### src/rtl/core/qiv_pkg.sv
// ----------------------------------------------------------------------------
// qiv_pkg
// shared types, constants and helper function of the quote intent validator
// ----------------------------------------------------------------------------
`default_nettype none

package qiv_pkg;

    localparam int DEF_VALUE_WIDTH    = 48;
    localparam int DEF_NOTIONAL_SHIFT = 0;

    localparam int ACTION_W = 2;
    localparam int TAG_W    = 32;
    localparam int VER_W    = 16;
    localparam int SEQ_W    = 48;
    localparam int SIDES_W  = 2;
    localparam int TICK_W   = 47;
    localparam int MINN_W   = 62;
    localparam int BPS_W    = 17;
    localparam int CODE_W   = 4;
    localparam int SIDE_W   = 2;
    localparam int CFG_IDX_W  = 3;
    localparam int CFG_DATA_W = MINN_W;

    // fixed part of the input word ahead of the price and quantity fields
    localparam int HEAD_W = ACTION_W + TAG_W + VER_W + 2 * SEQ_W + SIDES_W;

    localparam logic [13:0] BPS_SCALE = 14'd10000;

    localparam logic [ACTION_W-1:0] ACT_QUOTE   = 2'd0;
    localparam logic [ACTION_W-1:0] ACT_PULL    = 2'd1;
    localparam logic [ACTION_W-1:0] ACT_HOLD    = 2'd2;
    localparam logic [ACTION_W-1:0] ACT_UNKNOWN = 2'd3;

    localparam logic [CODE_W-1:0] REJ_NONE        = 4'd0;
    localparam logic [CODE_W-1:0] REJ_BAD_ACTION  = 4'd1;
    localparam logic [CODE_W-1:0] REJ_ID_MISSING  = 4'd2;
    localparam logic [CODE_W-1:0] REJ_ID_MISMATCH = 4'd3;
    localparam logic [CODE_W-1:0] REJ_STALE_SEQ   = 4'd4;
    localparam logic [CODE_W-1:0] REJ_NOT_LOADED  = 4'd5;
    localparam logic [CODE_W-1:0] REJ_PRICE       = 4'd6;
    localparam logic [CODE_W-1:0] REJ_NEG_QTY     = 4'd7;
    localparam logic [CODE_W-1:0] REJ_ZERO_QTY    = 4'd8;
    localparam logic [CODE_W-1:0] REJ_TICK        = 4'd9;
    localparam logic [CODE_W-1:0] REJ_LOT         = 4'd10;
    localparam logic [CODE_W-1:0] REJ_MAX_QTY     = 4'd11;
    localparam logic [CODE_W-1:0] REJ_NOTIONAL    = 4'd12;
    localparam logic [CODE_W-1:0] REJ_DISTANCE    = 4'd13;
    localparam logic [CODE_W-1:0] REJ_CROSSED     = 4'd14;

    localparam logic [SIDE_W-1:0] SIDE_NONE = 2'd0;
    localparam logic [SIDE_W-1:0] SIDE_BID  = 2'd1;
    localparam logic [SIDE_W-1:0] SIDE_ASK  = 2'd2;

    localparam logic [CFG_IDX_W-1:0] CFG_TAG      = 3'd0;
    localparam logic [CFG_IDX_W-1:0] CFG_VERSION  = 3'd1;
    localparam logic [CFG_IDX_W-1:0] CFG_REQ_SEQ  = 3'd2;
    localparam logic [CFG_IDX_W-1:0] CFG_TICK     = 3'd3;
    localparam logic [CFG_IDX_W-1:0] CFG_LOT      = 3'd4;
    localparam logic [CFG_IDX_W-1:0] CFG_MAX_QTY  = 3'd5;
    localparam logic [CFG_IDX_W-1:0] CFG_MIN_NOTL = 3'd6;
    localparam logic [CFG_IDX_W-1:0] CFG_MAX_BPS  = 3'd7;

    typedef struct packed {
        logic [TAG_W-1:0]  expected_tag;
        logic [VER_W-1:0]  expected_version;
        logic              require_sequence;
        logic [TICK_W-1:0] price_step;
        logic [TICK_W-1:0] qty_step;
        logic [TICK_W-1:0] max_quantity;
        logic [MINN_W-1:0] notional_floor;
        logic [BPS_W-1:0]  max_distance_bps;
    } cfg_t;

    typedef struct packed {
        logic              valid;
        logic              run;
        logic [CODE_W-1:0] code;
        logic [SIDES_W-1:0] sides;
        logic              crossed;
    } hdr_t;

    // one restoring remainder step
    function automatic logic [TICK_W-1:0] rem_step(input logic [TICK_W-1:0] r,
                                                   input logic b,
                                                   input logic [TICK_W-1:0] dv);
        logic [TICK_W:0] t;
        t = {r, b};
        if (t >= {1'b0, dv}) begin
            t = t - {1'b0, dv};
        end
        return t[TICK_W-1:0];
    endfunction

endpackage

`default_nettype wire

### src/rtl/core/qiv_merge.sv
// ----------------------------------------------------------------------------
// qiv_merge
// aligns the intent-level checks with the lanes and forms the final result
// ----------------------------------------------------------------------------
`default_nettype none

module qiv_merge #(
    parameter int LAT = qiv_pkg::DEF_VALUE_WIDTH + 4
) (
    input  wire logic                      aclk,
    input  wire logic                      aresetn,
    input  wire logic                      ce,
    input  wire qiv_pkg::hdr_t             hdr_in,
    input  wire logic [qiv_pkg::CODE_W-1:0] bid_code,
    input  wire logic [qiv_pkg::CODE_W-1:0] ask_code,
    output logic                           out_valid,
    output logic [qiv_pkg::CODE_W-1:0]     rejection,
    output logic [qiv_pkg::SIDE_W-1:0]     failing_side
);
    import qiv_pkg::*;

    hdr_t hdr_reg [0:LAT-1];

    always_ff @(posedge aclk) begin
        if (!aresetn) begin
            for (int i = 0; i < LAT; i++) begin
                hdr_reg[i].valid <= 1'b0;
            end
        end else if (ce) begin
            hdr_reg[0] <= hdr_in;
            for (int i = 1; i < LAT; i++) begin
                hdr_reg[i] <= hdr_reg[i-1];
            end
        end
    end

    hdr_t              h;
    logic [CODE_W-1:0] rej_next;
    logic [SIDE_W-1:0] side_next;

    assign h = hdr_reg[LAT-1];

    always_comb begin
        rej_next  = REJ_NONE;
        side_next = SIDE_NONE;
        priority if (!h.run) begin
            rej_next = h.code;
        end else if (h.sides[0] && bid_code != REJ_NONE) begin
            rej_next  = bid_code;
            side_next = SIDE_BID;
        end else if (h.sides[1] && ask_code != REJ_NONE) begin
            rej_next  = ask_code;
            side_next = SIDE_ASK;
        end else if (h.sides == 2'b11 && h.crossed) begin
            rej_next = REJ_CROSSED;
        end else begin
            rej_next = REJ_NONE;
        end
    end

    logic              valid_reg;
    logic [CODE_W-1:0] rej_reg;
    logic [SIDE_W-1:0] side_reg;

    always_ff @(posedge aclk) begin
        if (!aresetn) begin
            valid_reg <= 1'b0;
        end else if (ce) begin
            valid_reg <= h.valid;
            rej_reg   <= rej_next;
            side_reg  <= side_next;
        end
    end

    assign out_valid    = valid_reg;
    assign rejection    = rej_reg;
    assign failing_side = side_reg;

    a_side_code: assert property (@(posedge aclk) disable iff (!aresetn)
        valid_reg && side_reg != SIDE_NONE |-> rej_reg >= REJ_PRICE && rej_reg <= REJ_DISTANCE)
        else $error("side set for an intent-level code");

    a_code_range: assert property (@(posedge aclk) disable iff (!aresetn)
        valid_reg |-> rej_reg <= REJ_CROSSED && side_reg != 2'd3)
        else $error("result out of range");

    a_pass_clean: assert property (@(posedge aclk) disable iff (!aresetn)
        ce && h.valid && !h.run && h.code == REJ_NONE |=> valid_reg && rej_reg == REJ_NONE)
        else $error("pass-through intent rejected");

endmodule

`default_nettype wire

### config.mk
export PLATFORM = sky130hd
export DESIGN_NAME = qiv_merge
export DESIGN_NICKNAME = d
export VERILOG_FILES = /design/src/rtl/core/qiv_pkg.sv /design/src/rtl/core/qiv_merge.sv
export SDC_FILE = /design/constraint.sdc
export NUM_CORES = 1
export LEC_CHECK = 0
export BUFFER_PORTS_ARGS = -buffer_cell sky130_fd_sc_hd__buf_4
export CAP_MARGIN = 10
export CORE_MARGIN = 4
export CORE_UTILIZATION = 36
export DETAILED_ROUTE_END_ITERATION = 16
export GPL_TIMING_DRIVEN = 0
export PLACE_DENSITY = 0.54
export SLEW_MARGIN = 20
export SYNTH_ARGS = -nofsm -noshare
export SYNTH_HDL_FRONTEND = slang
export SYNTH_SLANG_ARGS = --single-unit
### constraint.sdc
create_clock -name aclk -period 17.89 [get_ports aclk]
set_input_delay 4.4725 -clock aclk [delete_from_list [all_inputs] [get_ports aclk]]
set_output_delay 4.4725 -clock aclk [all_outputs]
set_load 0.005 [all_outputs]
==> qor.yml, run 1 <==
clocking:
  cts_hold_buf: 0
  cts_max_level: 2
  cts_sinks: 475
  post_cts_buffers: 0
  clock_latency_ps: 540
  cts_tree: "done"
  root_buffer: "clkbuf_16"
  path_clk_slew_ps: 60
  clockBufferDepth: 3
  cts_buffers: 45
  cts_resized: 0
setup_path:
  ff2ff_path_depth: 3
  crit_top_cell: "buf_12"
  reg2reg_to: "rejection[3]"
  worstSetupEndpointType: "register"
  slowest_delay_ps: 560
  crit_chain: "clkbuf_1 > clkbuf_1 > and2_4 > buf_16 > buf_12 > buf_16 > buf_12 > buf_12 > buf_12 > buf_12 > buf_16"
  critPathTopFamily: "buffers and inverters"
  crit_fanout: 65
  cp.required_ps: 18100
  worstSetupPathType: "in -> reg"
  cp_slowest_cell: "and2_4"
  worst-path-buf-inv: 10
  critical_path_arrival_ps: 8090
  r2r_setup_slack_ps: 16510
  r2r-start: "hdr_reg[6][28]"
  startpoint_type: "input pin"
route:
  wl_per_cell_um: 13.6
  drt_first_pass_iters: 4
  drtAntennaViolNets: 0
  drc: 0
  drt_iter0_markers: 353
  via_per_inst: 4.33
  wl_mm: 16.9
  vias: 5374
synth:
  syn_area_per_cell_um2: 24.8
  synth_seq_cells: 475
  synthTopCellsByCount: "edfxtp_1 (441), dfxtp_1 (34), mux2i_1 (34), nor2b_1 (34), and2_1 (20)"
  synth_ff_type: "edfxtp_1"
  synth_edf_count: 441
  synth.top_cell.area_share_pct: 89.5
  ys_warn_count: 0
  synth_area_leaders: "edfxtp_1 (89%), dfxtp_1 (4.6%), mux2i_1 (2.3%), nor2b_1 (1.4%), and2_1 (0.85%)"
  synth_area_um2: 14800
  synth_seq_area_share_pct: 94.1
  synth_cell_types: 21
  async_reset_ff_share_pct: 0
  yosysMostFrequentCell: "edfxtp_1"
  synth_nets: 616
  synth_cells: 596
  yosysTopAreaCell: "edfxtp_1"
status:
  status: "completed"
floorplan:
  die_w_um: 211
  rows: 74
  pin_count: 27
  fp.dieH_um: 211
  die_area_um2: 44400
  initial_core_util_pct: 36.3
  core_area_um2: 40700
sta:
  drv_slew: 0
  max_slew_margin_pct: 43.6
  fmax_ghz: 0.127
  skew_ps: 12.1
  period_needed_ps: 7880
  period_share_pct: 44.0
  setup-violations-final: 0
  worstMarginPinSlew_ps: 846
  tns_ps: 0
  finalHoldViolations: 0
  rsz0062_at_grt: "false"
power_and_ir_drop:
  p_int_uw: 1760
  comb_power_share_pct: 1.8
  power_uw: 2170
  switching_share_pct: 18.8
  power_leakage_uw: 0.00567
  net-switching-power_uw: 409
  sequentialPowerShare_pct: 58.3
  power.density_nw_per_um2: 126
  pwr-share-clk_pct: 39.9
  ir_drop_mv: 0.0859
min_path:
  hold_depth: 0
  hold_path.startpoint: "hdr_reg[2][23]"
  min_to: "hdr_reg[2][32]"
  hold_path_class: "reg -> reg"
final_layout:
  largest_reg_flops: 468
  nNetsFinal: 695
  layout-drive-gt1-share_pct: 13.5
  area_growth_pct: 16.1
  fillers: 3487
  n_antenna_cell: 0
  regArea_um2: 13900
  final-instance-count-excl-fill: 1241
  final_cell_area_um2: 17200
  multi_input_area_um2: 830
job:
  maxCapViolCount: 0
grt:
  antenna_found_initial: 0
  grt_start_max_net_pins: 66
  grt_overflow_total: 0
  grt_pass1_vias: 5483
  grt_pass1_wl_mm: 28.1
  grtUsageTotal_pct: 7.55
place:
  dpl.hpwl_mm: 8.38
  dp.cells: 1160
  gp_congestion: 0.767
  dpl_cell_area_um2: 15800
  port_buffers: 24
[cell families (layout without fill, tap and decap cells)]
logic type	count (synthesis)	after routing	share of synthesized area, %
flops	475	475	94.1
mux	34	34	2.30
simple gates	67	67	2.78
buf+inv	11	124	0.363
compound gates	9	9	0.507
[per-layer routing]
metal	share of wire (%)	global-route usage, %	wire, µm	vias to the layer above
met5	0	0	0	-
met4	3.0	3.35	501	0
met3	5.2	2.42	883	39
met2	42	10.3	7100	86
met1	50	11.1	8440	2760
li1	-	-	-	2489
[placed cells by master (no fill, tap or decap), types with 2 or more instances in the layout]
cell type,count
mux2i_1,34
a221o_1,3
buf_4,27
nand2_1,3
clkinv_2,5
clkbuf_1,18
nor2_1,2
nor2b_1,34
buf_16,3
clkinv_1,13
o21ai_1,3
and2_1,19
buf_12,5
and3_1,4
dfxtp_1,34
clkbuf_16,47
edfxtp_1,441
[area by class of cell]
cell class / instances / share of cell area (%)
clock buffers: 59 / 7.11
inverters: 1 / 0.0218
plain buffers: 10 / 0.291
flip-flops and latches: 475 / 81.0
clock inverters: 22 / 0.735
repair buffers: 32 / 2.11
well taps: 532 / 3.87
multi-input cells: 110 / 4.83
[worst max path at each step]
| stage | start | endpoint | cells past startpoint |
|---|---|---|---|
| after floorplan | aresetn | failing_side[0] | 3 |
| after global placement | aresetn | hdr_reg[0][7] | 3 |
| after detailed placement | aresetn | hdr_reg[5][61] | 11 |
| after CTS | aresetn | hdr_reg[5][61] | 11 |
| after global routing | aresetn | hdr_reg[5][48] | 11 |
| final | aresetn | hdr_reg[5][61] | 11 |
[per-stage QoR]
stage | utilization (%) | setup WS (ps) | hold slack, ps
finish | 42.2 | 10010 | 415
global route | 42.2 | 9670 | 420
CTS | 42.2 | 9960 | 417
detailed placement | 38.9 | 9380 | 405
global placement | 38.4 | 266 | 403
floorplan | - | 2550 | 400
[power groups by stage]
stage	clock, µW	sequential (µW)	combinational [µW]
2_1_floorplan	0	1300	22.5
3_3_place_gp	0	1310	30.8
3_5_place_dp	0	1290	39.1
4_1_cts	903	1270	39.0
5_1_grt	955	1270	42.1
6_report	867	1270	38.2
[worst register-to-register path, cell delays in order, from the launching register on]
cell	delay, ps
edfxtp_1	450
o41ai_2	150
and2_1	230
a221o_1	310
(Power assumes the default switching activity.)
==> inputs of run 2 (changes only) <==
--- a/config.mk
+++ b/config.mk
@@ -11,7 +11,7 @@
 export CORE_UTILIZATION = 36
 export DETAILED_ROUTE_END_ITERATION = 16
 export GPL_TIMING_DRIVEN = 0
-export PLACE_DENSITY = 0.54
+export PLACE_DENSITY = 0.55
 export SLEW_MARGIN = 20
 export SYNTH_ARGS = -nofsm -noshare
 export SYNTH_HDL_FRONTEND = slang
==> constraint.sdc (replaced) <==
create_clock -name aclk -period 7.2 [get_ports aclk]
set_input_delay 1.8 -clock aclk [delete_from_list [all_inputs] [get_ports aclk]]
set_output_delay 1.8 -clock aclk [all_outputs]
set_load 0.005 [all_outputs]
==> run 2 against run 1 <==
Compared with the run above:
- non-clock buffer count did not move
- flip-flop and latch count unchanged
- hold slack worse by 3.6 ps
- design area up 0.15%
- clock-buffer cell count is 7 higher
- register-to-register slack worse by 11000 ps
- via count rose by 0.84%
- critical path depth stayed put
- core utilization increased by 0.065 points
- clock skew down 1.0 ps
- critical path type unchanged
- largest cell class unchanged
==> qor.yml, run 2 (same netlist as run 1, synthesis figures left out) <==
status:
  status: "completed"
route:
  drtAntennaViolNets: 0
  drt_first_pass_iters: 4
  via_per_inst: 4.37
  vias: 5419
  wl_mm: 17.2
  drt_iter0_markers: 444
  drc: 0
  wl_per_cell_um: 13.9
clocking:
  post_cts_buffers: 0
  cts_tree: "done"
  clockBufferDepth: 3
  cts_max_level: 2
  cts_buffers: 46
  cts_hold_buf: 0
  clock_latency_ps: 530
  cts_resized: 0
  root_buffer: "clkbuf_16"
  path_clk_slew_ps: 60
  cts_sinks: 475
grt:
  grt_start_max_net_pins: 63
  grt_pass1_wl_mm: 28.5
  grt_overflow_total: 0
  antenna_found_initial: 0
  grtUsageTotal_pct: 7.69
  grt_pass1_vias: 5606
final_layout:
  nNetsFinal: 696
  largest_reg_flops: 468
  layout_common_cells: "edfxtp_1 (441), clkbuf_16 (46), mux2i_1 (34), nor2b_1 (34), dfxtp_1 (34)"
  final_common_cell: "edfxtp_1"
  n_antenna_cell: 0
  layout-drive-gt1-share_pct: 14.4
  area_growth_pct: 16.2
sta:
  worstMarginPinSlew_ps: 822
  rsz0062_at_grt: "false"
  setup-violations-final: 0
  drv_slew: 0
  skew_ps: 11.0
  period_share_pct: 70.9
  finalHoldViolations: 0
  hold-worst-slack_ps: 412
  fmax_ghz: 0.196
  tns_ps: 0
  period_needed_ps: 5110
  max_slew_margin_pct: 45.2
floorplan:
  initial_core_util_pct: 36.3
  pin_count: 27
  core_area_um2: 40700
  die_area_um2: 44400
  die_w_um: 211
  rows: 74
  fp.dieH_um: 211
setup_path:
  worstSetupPathType: "in -> reg"
  cp.required_ps: 7410
  crit_fanout: 62
  critical_path_arrival_ps: 5320
  worstSetupEndpointType: "register"
  startpoint_type: "input pin"
power_and_ir_drop:
  power_leakage_uw: 0.00570
  power.density_nw_per_um2: 315
  ir_drop_mv: 0.181
place:
  dpl.hpwl_mm: 8.78
  gp_congestion: 0.772
  port_buffers: 24
min_path:
  hold_path_class: "reg -> reg"
job:
  maxCapViolCount: 0
==> run 2: final cells by class <==
cell class,instances,area [µm²]
Inverter,1,3.75
Sequential cell,475,13900
Multi-Input combinational cell,110,830
Tap cell,532,666
Buffer,10,50.0
Clock inverter,15,115
Fill cell,3456,23500
Timing Repair Buffer,32,370
Clock buffer,66,1250
==> run 2: path summary, 6_finish.rpt <==
path | slack, ps | endpoint | cells past startpoint | start
max | 2090 | hdr_reg[6][7] | 11 | aresetn
min reg2reg | 410 | hdr_reg[0][55] | 0 | hdr_reg[0][46]
min | 410 | hdr_reg[0][55] | 0 | hdr_reg[0][46]
max reg2reg | 5850 | rejection[1] | 3 | hdr_reg[6][28]
==> run 2: power breakdown <==
part	internal (µW)	total, µW	leakage [µW]	switching, µW
logic	32.3	95.7	0.000578	63.4
registers	3120	3150	0.00444	25.9
clock network	1250	2170	0.000677	926
total	4400	5420	0.00570	1020
==> run 2: layer usage <==
layer | part of all wire (%) | track usage [%]
met1 | 48 | 11.1
met2 | 43 | 10.9
met3 | 4.7 | 2.24
met4 | 3.5 | 3.47
met5 | 0 | 0
==> run 2: critical path: stages <==
cell and delay, ps:
clkbuf_1 320, clkbuf_1 310, and2_4 480, buf_16 340, buf_12 300, buf_12 240
buf_12 290, buf_12 260, buf_16 290, buf_16 310, buf_16 310
==> run 2: through the flow <==
stage / std cells / utilization [%] / cell area (µm²) / setup WS (ps) / power (µW)
floorplan: 596 / - / 14800 / 1540 / 3260
global placement: 1152 / 38.4 / 15700 / 699 / 3290
detailed placement: 1160 / 38.9 / 15800 / 1390 / 3300
CTS: 1241 / 42.2 / 17200 / 1980 / 5510
global route: 1241 / 42.2 / 17200 / 1720 / 5650
finish: 1241 / 42.2 / 17200 / 2090 / 5420
==> inputs of run 3 (changes only) <==
--- a/config.mk
+++ b/config.mk
@@ -11,7 +11,7 @@
 export CORE_UTILIZATION = 36
 export DETAILED_ROUTE_END_ITERATION = 16
 export GPL_TIMING_DRIVEN = 0
-export PLACE_DENSITY = 0.55
+export PLACE_DENSITY = 0.54
 export SLEW_MARGIN = 20
 export SYNTH_ARGS = -nofsm -noshare
 export SYNTH_HDL_FRONTEND = slang
==> constraint.sdc (replaced) <==
create_clock -name aclk -period 4.76 [get_ports aclk]
set_input_delay 1.19 -clock aclk [delete_from_list [all_inputs] [get_ports aclk]]
set_output_delay 1.19 -clock aclk [all_outputs]
set_load 0.005 [all_outputs]
==> run 3 against run 2 <==
Compared with the run above:
- combinational power up 54%
- register-to-register slack worse by 2500 ps
- design area up 0.56%
- hold slack better by 0.61 ps
- largest power group unchanged
- highest routed layer unchanged
==> qor.yml, run 3 (same netlist as run 1, synthesis figures left out) <==
grt:
  grt_pass1_wl_mm: 28.3
  grt_start_max_net_pins: 64
  grt_overflow_total: 0
  antenna_found_initial: 0
  grt_pass1_vias: 5515
  grtUsageTotal_pct: 7.56
final_layout:
  fillers: 3463
  nNetsFinal: 694
  final_cell_area_um2: 17300
  area_growth_pct: 16.9
  layout_common_cells: "edfxtp_1 (441), clkbuf_16 (46), mux2i_1 (34), nor2b_1 (34), dfxtp_1 (34)"
  largest_reg_flops: 468
  multi_input_area_um2: 830
  regArea_um2: 13900
  final_common_cell: "edfxtp_1"
  layout-drive-gt1-share_pct: 14.9
  n_antenna_cell: 0
floorplan:
  core_area_um2: 40700
  rows: 74
  die_w_um: 211
  initial_core_util_pct: 36.3
  fp.dieH_um: 211
  pin_count: 27
  die_area_um2: 44400
route:
  drc: 0
  wl_mm: 17.1
  drt_iter0_markers: 346
  vias: 5339
  drt_first_pass_iters: 4
  via_per_inst: 4.31
  drtAntennaViolNets: 0
  wl_per_cell_um: 13.8
clocking:
  cts_sinks: 475
  path_clk_slew_ps: 60
  cts_max_level: 2
  cts_buffers: 45
  clock_latency_ps: 540
  cts_hold_buf: 0
  post_cts_buffers: 0
  cts_resized: 0
  clockBufferDepth: 3
  cts_tree: "done"
  root_buffer: "clkbuf_16"
sta:
  drv_slew: 0
  fmax_ghz: 0.243
  worstMarginPinSlew_ps: 860
  hold-worst-slack_ps: 412
  skew_ps: 13.7
  rsz0062_at_grt: "false"
  setup-violations-final: 0
  max_slew_margin_pct: 42.6
  period_needed_ps: 4120
  period_share_pct: 86.5
  finalHoldViolations: 0
place:
  dpl.hpwl_mm: 8.68
  gp_congestion: 0.770
  dpl_cell_area_um2: 15900
  port_buffers: 24
power_and_ir_drop:
  ir_drop_mv: 0.272
  power.density_nw_per_um2: 482
  power_uw: 8340
  power_leakage_uw: 0.00574
job:
  maxCapViolCount: 0
setup_path:
  cp.required_ps: 4980
  crit_fanout: 63
  worstSetupEndpointType: "register"
  worstSetupPathType: "in -> reg"
  startpoint_type: "input pin"
  critical_path_arrival_ps: 4340
status:
  status: "completed"
min_path:
  hold_path_class: "reg -> reg"
-- run 3: cell count changes in the layout (fill, tap and decap cells not counted), sizes merged --
cell / change
clkinv: -1
bufinv: +2
clkbuf: -2
buf: -1
-- run 3: metrics by stage --
stage / TNS [ps] / setup slack, ps / cells / util (%)
2_1_floorplan: -28880 / -68.4 / 596 / -
3_3_place_gp: -307810 / -765 / 1152 / 38.5
3_5_place_dp: 0 / 3.14 / 1159 / 39.0
4_1_cts: 0 / 588 / 1239 / 42.5
5_1_grt: 0 / 404 / 1239 / 42.5
6_report: 0 / 643 / 1239 / 42.5
-- run 3: layout make-up --
class | count | share of cell area (%)
inverters | 1 | 0.0217
well taps | 532 | 3.85
multi-input cells | 110 | 4.79
clock inverters | 16 | 0.991
plain buffers | 10 | 0.535
repair buffers | 31 | 2.07
clock buffers | 64 | 7.29
flip-flops and latches | 475 | 80.5
-- run 3: per-layer routing --
metal,track usage [%],vias up,routed length (µm)
met5,0,-,0
met4,3.06,0,525
met3,2.44,50,933
met2,10.6,94,7280
met1,11.0,2709,8330
li1,-,2486,-
-- run 3: final timing paths --
path / slack [ps] / end / startpoint / depth (start not counted)
max reg2reg: 3370 / rejection[1] / hdr_reg[6][28] / 3
min reg2reg: 410 / hdr_reg[4][61] / hdr_reg[4][52] / 0
min: 410 / hdr_reg[4][61] / hdr_reg[4][52] / 0
max: 640 / hdr_reg[0][25] / aresetn / 10
-- run 3: critical path, cell delays in order --
cell and delay [ps]:
clkbuf_8 130, clkbuf_8 150, and2_4 600, buf_16 330
buf_16 310, buf_16 300, buf_16 320, buf_12 300
buf_16 320, buf_12 260
-- run 3: power by group --
part | leakage, µW | internal (µW) | total [µW] | switching (µW)
combinational | 0.000592 | 51.4 | 147 | 95.2
sequential | 0.00444 | 4720 | 4760 | 39.7
clock | 0.000707 | 2010 | 3430 | 1420
